## config.mk

```make
export PLATFORM = sky130hd
export DESIGN_NAME = qualified_block_average_core
export DESIGN_NICKNAME = d
export VERILOG_FILES = /design/src/hw/rtl/qba_pkg.sv /design/src/hw/rtl/qba_front.sv /design/src/hw/rtl/qba_fifo.sv /design/src/hw/rtl/qba_back.sv /design/src/hw/rtl/qualified_block_average_core.sv
export SDC_FILE = /design/constraint.sdc
export NUM_CORES = 2
export LEC_CHECK = 0
export BUFFER_PORTS_ARGS = -buffer_cell sky130_fd_sc_hd__buf_2
export CORE_UTILIZATION = 27
export DETAILED_ROUTE_END_ITERATION = 10
export PLACE_DENSITY_LB_ADDON = 0.2
export SLEW_MARGIN = 20
export SYNTH_ARGS = -nofsm -noshare
export SYNTH_HDL_FRONTEND = slang
export SYNTH_HIERARCHICAL = 1
export SYNTH_SLANG_ARGS = --single-unit
```

## constraint.sdc

```tcl
create_clock -name clk -period 24 [get_ports clk]
set_input_delay 1.2 -clock clk [delete_from_list [all_inputs] [get_ports clk]]
set_output_delay 1.2 -clock clk [all_outputs]
set_load 0.005 [all_outputs]
```

## src/hw/rtl/qba_pkg.sv

```systemverilog
package qba_pkg;

  localparam int SAMPLES_PER_BLOCK = 4;   // power of two, 2 to 16
  localparam int CNT_W             = $clog2(SAMPLES_PER_BLOCK);

  localparam int RAW_W    = 12;
  localparam int LOW_W    = 12;
  localparam int HIGH_W   = 13;
  localparam int DIV_W    = 8;
  localparam int SAMPLE_W = 13;
  localparam int AVG_W    = 13;
  localparam int SUM_W    = SAMPLE_W + CNT_W;
  localparam int DEV_W    = SUM_W + 1;
  localparam int PROD_W   = DEV_W + DIV_W;

  localparam int FIFO_DEPTH = 4;
  localparam int FIFO_AW    = $clog2(FIFO_DEPTH);

  localparam int CFG_IDX_W  = 2;
  localparam int CFG_DATA_W = 13;
  localparam logic [CFG_IDX_W-1:0] REG_LOW_LIMIT  = 2'd0;
  localparam logic [CFG_IDX_W-1:0] REG_HIGH_LIMIT = 2'd1;
  localparam logic [CFG_IDX_W-1:0] REG_STAB_DIV   = 2'd2;

  typedef logic signed [SAMPLE_W-1:0] sample_t;

  typedef struct packed {
    logic signed [LOW_W-1:0]  low_limit;
    logic signed [HIGH_W-1:0] high_limit;
    logic [DIV_W-1:0]         stability_divisor;
  } cfg_t;

  // One full block handed from front to back.
  typedef struct packed {
    sample_t [SAMPLES_PER_BLOCK-1:0] samples;
    logic signed [SUM_W-1:0]         sum;
  } blk_t;

endpackage

```

## src/hw/rtl/qba_front.sv

```systemverilog
module qba_front import qba_pkg::*; (
  input  logic                    clk,
  input  logic                    rst_n,
  input  cfg_t                    cfg,
  input  logic                    in_valid,
  output logic                    in_stall,
  input  logic signed [RAW_W-1:0] in_raw_signal,
  input  logic signed [RAW_W-1:0] in_raw_therm,
  input  logic                    q_full,
  output logic                    q_push,
  output blk_t                    q_blk
);

  sample_t                 store_r [SAMPLES_PER_BLOCK-1];
  logic [CNT_W-1:0]        fill_r, fill_nxt;
  logic signed [SUM_W-1:0] sum_r, sum_nxt;

  sample_t                 sig_n, thm_n, low_ext, high_ext;
  logic                    qual, acc, last;
  logic signed [SUM_W-1:0] sum_add;

  assign sig_n    = -SAMPLE_W'(in_raw_signal);
  assign thm_n    = -SAMPLE_W'(in_raw_therm);
  assign low_ext  = SAMPLE_W'($signed(cfg.low_limit));
  assign high_ext = $signed(cfg.high_limit);

  assign qual = (sig_n > low_ext) && (sig_n < high_ext) &&
                (thm_n > low_ext) && (thm_n < high_ext);

  assign in_stall = q_full;
  assign acc      = in_valid && !in_stall && qual;
  assign last     = (fill_r == CNT_W'(SAMPLES_PER_BLOCK - 1));
  assign sum_add  = sum_r + SUM_W'(sig_n);
  assign q_push   = acc && last;

  always_comb begin
    for (int i = 0; i < SAMPLES_PER_BLOCK - 1; i++) begin
      q_blk.samples[i] = store_r[i];
    end
    q_blk.samples[SAMPLES_PER_BLOCK-1] = sig_n;
    q_blk.sum = sum_add;
  end

  always_comb begin
    fill_nxt = fill_r;
    sum_nxt  = sum_r;
    if (acc) begin
      if (last) begin
        fill_nxt = '0;
        sum_nxt  = '0;
      end else begin
        fill_nxt = fill_r + 1'b1;
        sum_nxt  = sum_add;
      end
    end
  end

  always_ff @(posedge clk) begin
    if (!rst_n) begin
      fill_r <= '0;
      sum_r  <= '0;
    end else begin
      fill_r <= fill_nxt;
      sum_r  <= sum_nxt;
    end
  end

  always_ff @(posedge clk) begin
    if (acc && !last) begin
      store_r[fill_r] <= sig_n;
    end
  end

endmodule

```

## src/hw/rtl/qba_fifo.sv

```systemverilog
module qba_fifo import qba_pkg::*; (
  input  logic clk,
  input  logic rst_n,
  input  logic push,
  input  blk_t push_blk,
  output logic full,
  input  logic pop,
  output logic empty,
  output blk_t pop_blk
);

  blk_t                 mem_r [FIFO_DEPTH];
  logic [FIFO_AW-1:0]   wr_ptr_r, rd_ptr_r;
  logic [FIFO_AW:0]     cnt_r, cnt_nxt;
  logic                 do_push, do_pop;

  assign full    = (cnt_r == (FIFO_AW+1)'(FIFO_DEPTH));
  assign empty   = (cnt_r == '0);
  assign do_push = push && !full;
  assign do_pop  = pop && !empty;
  assign pop_blk = mem_r[rd_ptr_r];

  always_comb begin
    cnt_nxt = cnt_r;
    if (do_push && !do_pop) begin
      cnt_nxt = cnt_r + 1'b1;
    end else if (do_pop && !do_push) begin
      cnt_nxt = cnt_r - 1'b1;
    end
  end

  always_ff @(posedge clk) begin
    if (!rst_n) begin
      wr_ptr_r <= '0;
      rd_ptr_r <= '0;
      cnt_r    <= '0;
    end else begin
      cnt_r <= cnt_nxt;
      if (do_push) begin
        wr_ptr_r <= wr_ptr_r + 1'b1;
      end
      if (do_pop) begin
        rd_ptr_r <= rd_ptr_r + 1'b1;
      end
    end
  end

  always_ff @(posedge clk) begin
    if (do_push) begin
      mem_r[wr_ptr_r] <= push_blk;
    end
  end

endmodule

```

## src/hw/rtl/qba_back.sv

```systemverilog
module qba_back import qba_pkg::*; (
  input  logic                    clk,
  input  logic                    rst_n,
  input  cfg_t                    cfg,
  input  logic                    q_empty,
  input  blk_t                    q_blk,
  output logic                    q_pop,
  output logic                    out_valid,
  input  logic                    out_stall,
  output logic signed [AVG_W-1:0] out_block_average
);

  // stage 1: deviations, magnitude, average
  logic                    s1_vld_r;
  logic [DEV_W-1:0]        dev_r [SAMPLES_PER_BLOCK];
  logic [SUM_W-1:0]        mag_r;
  logic signed [AVG_W-1:0] avg_r;

  logic [DEV_W-1:0]        dev_c [SAMPLES_PER_BLOCK];
  logic [SUM_W-1:0]        mag_c;
  logic signed [AVG_W-1:0] avg_c;

  // output stage
  logic                    out_vld_r;
  logic signed [AVG_W-1:0] out_avg_r;

  logic s1_free, s2_free, ok;

  always_comb begin
    logic signed [SUM_W-1:0] ns;
    logic signed [DEV_W-1:0] diff;
    logic signed [SUM_W-1:0] biased;
    for (int i = 0; i < SAMPLES_PER_BLOCK; i++) begin
      ns   = $signed({q_blk.samples[i], {CNT_W{1'b0}}});
      diff = DEV_W'(q_blk.sum) - DEV_W'(ns);
      dev_c[i] = diff[DEV_W-1] ? DEV_W'(-diff) : DEV_W'(diff);
    end
    mag_c  = q_blk.sum[SUM_W-1] ? SUM_W'(-q_blk.sum) : SUM_W'(q_blk.sum);
    biased = q_blk.sum[SUM_W-1] ? q_blk.sum + SUM_W'(SAMPLES_PER_BLOCK - 1) : q_blk.sum;
    avg_c  = biased[SUM_W-1:CNT_W];
  end

  always_comb begin
    logic [PROD_W-1:0] prod;
    ok = 1'b1;
    for (int i = 0; i < SAMPLES_PER_BLOCK; i++) begin
      prod = PROD_W'(cfg.stability_divisor) * PROD_W'(dev_r[i]);
      if (prod > PROD_W'(mag_r)) begin
        ok = 1'b0;
      end
    end
  end

  assign s2_free = !out_vld_r || !out_stall;
  assign s1_free = !s1_vld_r || s2_free;
  assign q_pop   = !q_empty && s1_free;

  always_ff @(posedge clk) begin
    if (!rst_n) begin
      s1_vld_r  <= 1'b0;
      out_vld_r <= 1'b0;
    end else begin
      if (s1_free) begin
        s1_vld_r <= !q_empty;
      end
      if (s2_free) begin
        out_vld_r <= s1_vld_r && ok;
      end
    end
  end

  always_ff @(posedge clk) begin
    if (q_pop) begin
      dev_r <= dev_c;
      mag_r <= mag_c;
      avg_r <= avg_c;
    end
    if (s2_free && s1_vld_r && ok) begin
      out_avg_r <= avg_r;
    end
  end

  assign out_valid         = out_vld_r;
  assign out_block_average = out_avg_r;

endmodule

```

## src/hw/rtl/qualified_block_average_core.sv

```systemverilog
// Stability-checked block averager. Each transaction carries a signal and a
// thermistor converter result; both are negated, and the pair is kept only if
// both lie strictly between low_limit and high_limit. Kept signal samples are
// gathered in blocks of four; a full block yields one result, sum/4 truncated
// toward zero, when stability_divisor*|sum-4*s| <= |sum| holds for each sample,
// and is dropped otherwise. One pair is taken every cycle while in_stall is low;
// a full block passes through the queue, stage 1 and the output register before
// its result is valid. Full blocks wait in a four-entry queue; in_stall rises
// only when that queue is full while the output is held by out_stall. Registers
// at index 0 (low_limit), 1 (high_limit) and 2 (stability_divisor) must be
// written only while idle, a duty left to the user; cfg_ready is always high.
module qualified_block_average_core import qba_pkg::*; (
  input  logic                    clk,
  input  logic                    rst_n,
  input  logic                    cfg_valid,
  output logic                    cfg_ready,
  input  logic [CFG_IDX_W-1:0]    cfg_index,
  input  logic [CFG_DATA_W-1:0]   cfg_data,
  input  logic                    in_valid,
  output logic                    in_stall,
  input  logic signed [RAW_W-1:0] in_raw_signal,
  input  logic signed [RAW_W-1:0] in_raw_therm,
  output logic                    out_valid,
  input  logic                    out_stall,
  output logic signed [AVG_W-1:0] out_block_average
);

  cfg_t cfg_r;
  logic q_full, q_push, q_pop, q_empty;
  blk_t push_blk, pop_blk;

  assign cfg_ready = 1'b1;

  always_ff @(posedge clk) begin
    if (!rst_n) begin
      cfg_r.low_limit         <= -LOW_W'(30);
      cfg_r.high_limit        <= HIGH_W'(2060);
      cfg_r.stability_divisor <= DIV_W'(20);
    end else if (cfg_valid && cfg_ready) begin
      case (cfg_index)
        REG_LOW_LIMIT:  cfg_r.low_limit         <= cfg_data[LOW_W-1:0];
        REG_HIGH_LIMIT: cfg_r.high_limit        <= cfg_data[HIGH_W-1:0];
        REG_STAB_DIV:   cfg_r.stability_divisor <= cfg_data[DIV_W-1:0];
        default: ;
      endcase
    end
  end

  qba_front u_front (
    .clk           (clk),
    .rst_n         (rst_n),
    .cfg           (cfg_r),
    .in_valid      (in_valid),
    .in_stall      (in_stall),
    .in_raw_signal (in_raw_signal),
    .in_raw_therm  (in_raw_therm),
    .q_full        (q_full),
    .q_push        (q_push),
    .q_blk         (push_blk)
  );

  qba_fifo u_fifo (
    .clk      (clk),
    .rst_n    (rst_n),
    .push     (q_push),
    .push_blk (push_blk),
    .full     (q_full),
    .pop      (q_pop),
    .empty    (q_empty),
    .pop_blk  (pop_blk)
  );

  qba_back u_back (
    .clk               (clk),
    .rst_n             (rst_n),
    .cfg               (cfg_r),
    .q_empty           (q_empty),
    .q_blk             (pop_blk),
    .q_pop             (q_pop),
    .out_valid         (out_valid),
    .out_stall         (out_stall),
    .out_block_average (out_block_average)
  );

endmodule

```

**Word-level counts from Yosys, hierarchy flattened**

Memory sizes are Yosys's and may differ from the RTL's. A register that Yosys moved wholly into a read port is not among the register bits.
Cells that the tools add are included.

- Bits in registers: 164
- Bits in latches: 0
- RAM bits: 307
- Memory bits (read-only): 0
- Output and inout bits: 16
- Word-level logic and storage cells: 110
- Memories: 2

- Add/subtract/negate cells: 18
- Multipliers: 4
- Div/mod/pow operators: 0
- Magnitude comparators: 8
- Equal/unequal tests: 4
- Shifts and indexed selects: 0
- Mux-type cells: 20
- Bitwise logic cells: 0
- Reduce and logical (&&, ||, !) cells: 31

Memories:

| name | words | width | rd ports | clocked after Yosys merged registers in | write ports | line | RTL |
|---|---|---|---|---|---|---|---|
| u_fifo.mem_r | 4 | 67 | 1 | 1 | 1 | qba_fifo.sv:12 | `blk_t mem_r [FIFO_DEPTH];` |
| u_front.store_r | 3 | 13 | 3 | 0 | 1 | qba_front.sv:14 | `sample_t store_r [SAMPLES_PER_BLOCK-1];` |

Operators by type and width:

| kind | count |
|---|---|
| greater-than comparator 24 x 15 -> 1 bit | 4 |
| multiplier 8 x 16 -> 24 bit | 4 |
| 2-to-1 mux 15 bit | 5 |
| negator 16 bit | 4 |
| subtractor 15 x 15 -> 16 bit | 4 |
| 2-to-1 mux 14 bit | 2 |
| greater-than comparator 13 x 12 -> 1 bit | 2 |
| < comparator 13 bit | 2 |
| negator 12 -> 13 bit | 2 |
| adder 15 x 13 -> 15 bit | 1 |
| adder 15 x 3 -> 15 bit (second input constant) | 1 |
| logical AND 1 bit | 15 |
| negator 15 bit | 1 |
| zero test 1 bit | 8 |
| 2-to-1 mux 1 bit | 8 |
| adder 2 x 1 -> 2 bit (second input constant) | 3 |
| 2-to-1 mux 2 bit | 3 |
| 2-to-1 mux 3 bit | 2 |
| AND reduction 2 bit | 3 |
| == test 2 bit (second input constant) | 2 |
| adder 3 x 1 -> 3 bit (second input constant) | 1 |
| == test 3 bit (second input constant) | 1 |
| zero test 3 bit | 1 |
| subtractor 3 x 1 -> 3 bit (second input constant) | 1 |
| other kinds (4) | 5 |

**Depth between registers and ports, before layout**

- Depth after elaboration: 12
- Depth in mapped cells: 30
- Mapped depth without buffers: 28

**Cells and area by module**

The synthesis kept the hierarchy.

By module, submodules not included:

| module | instances | cells an instance | area each (um^2) |
|---|---|---|---|
| qba_back | 1 | 2952 | 25602.1 |
| qba_fifo | 1 | 398 | 10174.8 |
| qba_front | 1 | 419 | 4134.0 |
| qualified_block_average_core | 1 | 139 | 1382.6 |

**Worst setup path after synthesis**

No wires, ideal clock.

- Path kind: register to register
- From: register cfg_r[7] (netlist name)
- To: register u_back.out_avg_r[0], in the netlist u_back/out_block_average[0] (enable)
- Arrival time: 7.372 ns
- Data required time: 23.583 ns
- Slack: 16.211 ns
- Cell stages (with the launch flop): 24
- Buffers on the path: 1
- Path through: dfxtp_1 -> clkbuf_1 -> nand2_1 -> fa_1 -> fa_1 -> inv_1 -> fa_1 -> inv_1 -> fa_1 -> inv_1 -> ha_1 -> o21ai_0 -> or4b_2 -> nand3b_1 -> xor2_1 -> ha_1 -> or3_1 -> a221oi_1 -> o311ai_0 -> a32oi_1 -> o2111ai_1 -> nor4b_1 -> nand4_1 -> nor4_1

- Longest elaborated chain between the ends: 7
- Elaborated cells on any way between the ends: 13

RTL lines:

| what | line | RTL |
|---|---|---|
| start: declaration | qualified_block_average_core.sv:28 | `cfg_t cfg_r;` |
| multiplier 8 x 16 -> 24 bit | qba_back.sv:47 | `prod = PROD_W'(cfg.stability_divisor) * PROD_W'(dev_r[i]);` |
| greater-than comparator 24 x 15 -> 1 bit | qba_back.sv:48 | `if (prod > PROD_W'(mag_r)) begin` |
| 2-to-1 mux 1 bit (3 in series) | qba_back.sv:48 |  |
| 2-to-1 mux 1 bit (*) | qba_back.sv:48 |  |
| logical AND 1 bit (*) | qba_back.sv:78 | `if (s2_free && s1_vld_r && ok) begin` |
| end signal: assignment | qba_back.sv:79 | `out_avg_r <= avg_r;` |
| end: declaration | qba_back.sv:25 | `logic signed [AVG_W-1:0] out_avg_r;` |

Mark *: on every way between the ends. The rest lies on a longest branch, timed or not.
A chain may end at the register's enable or synchronous reset.

**Worst setup path after layout**

- From: register cfg_r[3] (netlist name)
- To: register u_back.out_avg_r[7], in the netlist u_back/out_block_average[7] (enable)

Same word-level chain as after synthesis.

==> summary.txt <==
Run status
  • Status: finished clean

Layout
  • Leading cell type in the layout, fill and taps excluded: inv_1
  • Most frequent cells in the layout: inv_1 (562), edfxtp_1 (407), and2_1 (376)
  • Final net count: between 4000 and 5000
  • Final Non-Filler Cells: 6010
  • Area growth from synthesis to layout: 10.7%
  • Layout cells sized above 1: 7.67%

Drt
  • Number of vias per cell: 4.67
  • Via count: 28100
  • First-pass iteration count of the detailed router: 5
  • DRC: 0
  • WL/cell: between 15 and 20 um
  • Post-Route WL: roughly 120000 um
  • DRT iter0 DRCs: between 1500 and 2000
  • Final ANT Viol Nets: 0

Critical path
  • Worst setup path start: cfg_r[3]
  • Crit path buffers/inverters: 4
  • Critical path's top delay family: adder cells
  • CP startpoint kind: flop
  • CP Data Arrival Time: about 8400 ps
  • Reg2reg setup slack: 15920 ps
  • Worst R2R Start: cfg_r[3]
  • Slowest CP cell: dfxtp_2
  • CP Class: reg2reg
  • Worst-path cell chain: buf_4 > and2_1 > fa_1 > fa_1 > fa_1 > inv_1 > fa_1 > inv_1 > ha_1 > nand4_1 > or4b_2 > nand3b_1 > xor2_1 > ha_1 > or3_1 > a221oi_1 > o311ai_0 > a32oi_1 > o2111ai_1 > nor4b_1 > nand4_1 > nor4_2 > buf_4
  • Worst endpoint required time: between 20000 and 25000 ps
  • Worst r2r path cells: 23
  • CP most frequent cell: fa_1
  • Slowest stage delay, CP: around 700 ps
  • Reg2reg end: u_back/out_block_average[7]
  • Critical path endpoint category: flop
  • Crit-path max FO: 37

STA
  • Slew @ Worst Pin: 983 ps
  • Final TNS setup: 0 ps
  • Final Slew Violations: 0
  • RSZ-0062 raised after global routing: false
  • Tcrit/Tclk final: between 30% and 40%
  • Setup ws final: roughly 16000 ps
  • Fmax: roughly 0.12 GHz
  • Final Hold Fails: 0
  • Rel. slew slack: between 30 and 40%
  • Final Setup Violations: 0
  • Final Critical Period: slightly above 8000 ps
  • Skew final: 41.8 ps

Power
  • Power Internal: between 0.0015 and 0.002 W
  • Cell Pwr Density: a little over 50 nW/um^2
  • VDD IR max: ~0.043 mV
  • Clk network pwr share: between 30% and 40%
  • Sw frac: 30.3%
  • Comb pwr share: about a quarter
  • Seq pwr share: 38.3%
  • Net Sw Power: roughly 0.00070 W
  • Leakage: between 15 and 20 nW

Global routing
  • Initial antenna violation count: 5
  • GRT Residual Overflow: 0
  • Global-route wire length before repair: about 180000 um
  • GRT Overall Usage: ~15%
  • Largest net degree at the start of global routing: around 70
  • Vias in the first global route: between 20000 and 30000

Yosys
  • Post-synth net total: ~4700
  • Most used DFF post-synth: edfxtp_1
  • Synth top area cells: edfxtp_1 (30%), fa_1 (17%), ha_1 (11%), and2_1 (5.8%), inv_1 (5.1%)
  • Mean Syn Cell Area: ~11 um^2
  • Distinct cell type count after synthesis: 94
  • Seq/Total Area, Yosys: 32.6%
  • Top cell type by total area after synthesis: edfxtp_1
  • Cell Area, Synth: ~41000 um^2
  • Synth Warn #: 6
  • Yosys reg bits: around 470
  • EDFF count, synth: slightly above 400
  • Yosys top cell area share: slightly below 30%
  • Ys async rst share: 0%
  • Mapped Cells: 3908

Clocking
  • TritonCTS clock tree: built
  • Max H-tree Level: 2
  • CTS Hold Buffers Added: 0
  • Later-pin clock latency in the skew report: 630 ps
  • Post-CTS Resized: 0
  • CTS root buffer: clkbuf_16
  • CTS Buffer Depth: 3
  • Clock Pin Slew Worst Setup and Hold Paths: around 70 ps
  • Total clock sinks: 468
  • Cts bufs inserted: between 50 and 60
  • Post-CTS setup repair buffer count: 0

Min path
  • Worst Hold Path EP: u_back/out_block_average[3]
  • Hold crit path type: reg2reg
  • Hold path startpoint: u_back/avg_r[3]
  • Hold depth: 0

Floorplan
  • Die Span Y: 393 um
  • Num ports: 60
  • Area of the die: approximately 150000 um^2
  • Starting density of the core: between 20% and 30%
  • Core area: ~150000 um^2
  • Rows: 143
  • Die Width: 393 um

Placement
  • Placer congestion estimate: roughly 0.86
  • Cells after DPL: roughly 5900
  • Worst slack, placed: approximately 16000 ps
  • DP HPWL: ~91000 um
  • # port buffers: slightly below 60

Job
  • # Max-Cap Violations: 0
[cell type report]
class                      instances  area (um^2)
clock inverter                    39          454
tap                             2030         2540
clock buffer                      61         1390
antenna                            1         2.50
sequential                       468        13500
multi-input combinational       2749        25200
timing repair buffer              99          598
inverter                         563         2110
fill                           15700       106000
[synthesized netlist by cell type, drive strengths merged, types with 41 or more instances]
master and number:
nor2b 44, mux4 67, a21o 49, and2 380, nand4 41, nand3 58, nor2 145, nor3 58
xnor2 145, o21ai 74, edfxtp 407, nand2 310, inv 562, xor2 61, dfxtp 61, clkbuf 88
ha 360, fa 342, a21oi 147
[sequential cells by signal, summed over array words and instances, names as in the netlist, 2 cells and up, named ones only]
| register | cells |
|---|---|
| u_fifo/rd_ptr_r | 2 |
| u_front/sum_r | 15 |
| u_front/fill_r | 2 |
| u_back/out_block_average | 13 |
| u_fifo/mem_r | 268 |
| u_back/avg_r | 12 |
| u_fifo/wr_ptr_r | 2 |
| u_front/store_r | 39 |
| u_back/dev_r | 61 |
| u_back/mag_r | 14 |
| u_fifo/cnt_r | 3 |
| cfg_r | 33 |
[stage by stage]
step | util, % | hold slack, ps | instance area (um^2) | total power, W
6_report | 30.1 | 412 | 45700 | 0.00231
5_1_grt | 30.1 | 424 | 45700 | 0.00245
4_1_cts | 30.1 | 415 | 45700 | 0.00234
3_5_place_dp | 28.9 | 413 | 43900 | 0.00148
3_3_place_gp | 28.9 | 401 | 43900 | 0.00148
2_1_floorplan | - | 400 | 41300 | 0.00132
[power by group through the flow]
stage          registers, W  logic, W  clock network, W
2_1_floorplan      0.000899  0.000421                 0
3_3_place_gp       0.000902  0.000578                 0
3_5_place_dp       0.000902  0.000576                 0
4_1_cts            0.000885  0.000581          0.000874
5_1_grt            0.000885  0.000656          0.000904
6_report           0.000885  0.000577          0.000850
[logic make-up (layout without fill, tap and decap cells)]
group           count (synthesis)  count (layout)  share of synthesized area (%)
xor+xnor                      206             206                           4.37
mux                           111             111                           4.74
other cells                     1               2                        0.00908
fa+ha+maj                     702             702                           27.5
simple gates                 1216            1216                           15.8
compound gates                513             513                           8.41
flops                         468             468                           32.6
buf+inv                       691             762                           6.65
[worst max-delay path by stage]
| stage | endpoint | slack (ps) | depth (start not counted) |
|---|---|---|---|
| 2_1_floorplan | u_back/out_block_average[0] | 16210 | 23 |
| 3_3_place_gp | u_back/out_block_average[6] | 16090 | 24 |
| 3_5_place_dp | u_back/out_block_average[1] | 16000 | 26 |
| 4_1_cts | u_back/out_block_average[7] | 15910 | 26 |
| 5_1_grt | u_back/out_block_average[10] | 15450 | 24 |
| 6_report | u_back/out_block_average[7] | 15920 | 23 |
[per-layer routing]
metal	vias up	wire (um)	global-route usage, %
li1	13400	-	-
met1	14000	55400	21.2
met2	482	55000	25.8
met3	130	4360	1.68
met4	2	2990	3.98
met5	-	13	0
[worst register-to-register path, cell delays in order (launching register included)]
cell and delay, ps:
dfxtp_2 700, buf_4 520, and2_1 250, fa_1 430
fa_1 470, fa_1 550, inv_1 60, fa_1 540
inv_1 40, ha_1 390, nand4_1 160, or4b_2 660
nand3b_1 180, xor2_1 100, ha_1 190, or3_1 310
a221oi_1 240, o311ai_0 260, a32oi_1 290, o2111ai_1 150
nor4b_1 280, nand4_1 150, nor4_2 420, buf_4 350
(Power assumes the default switching activity.)
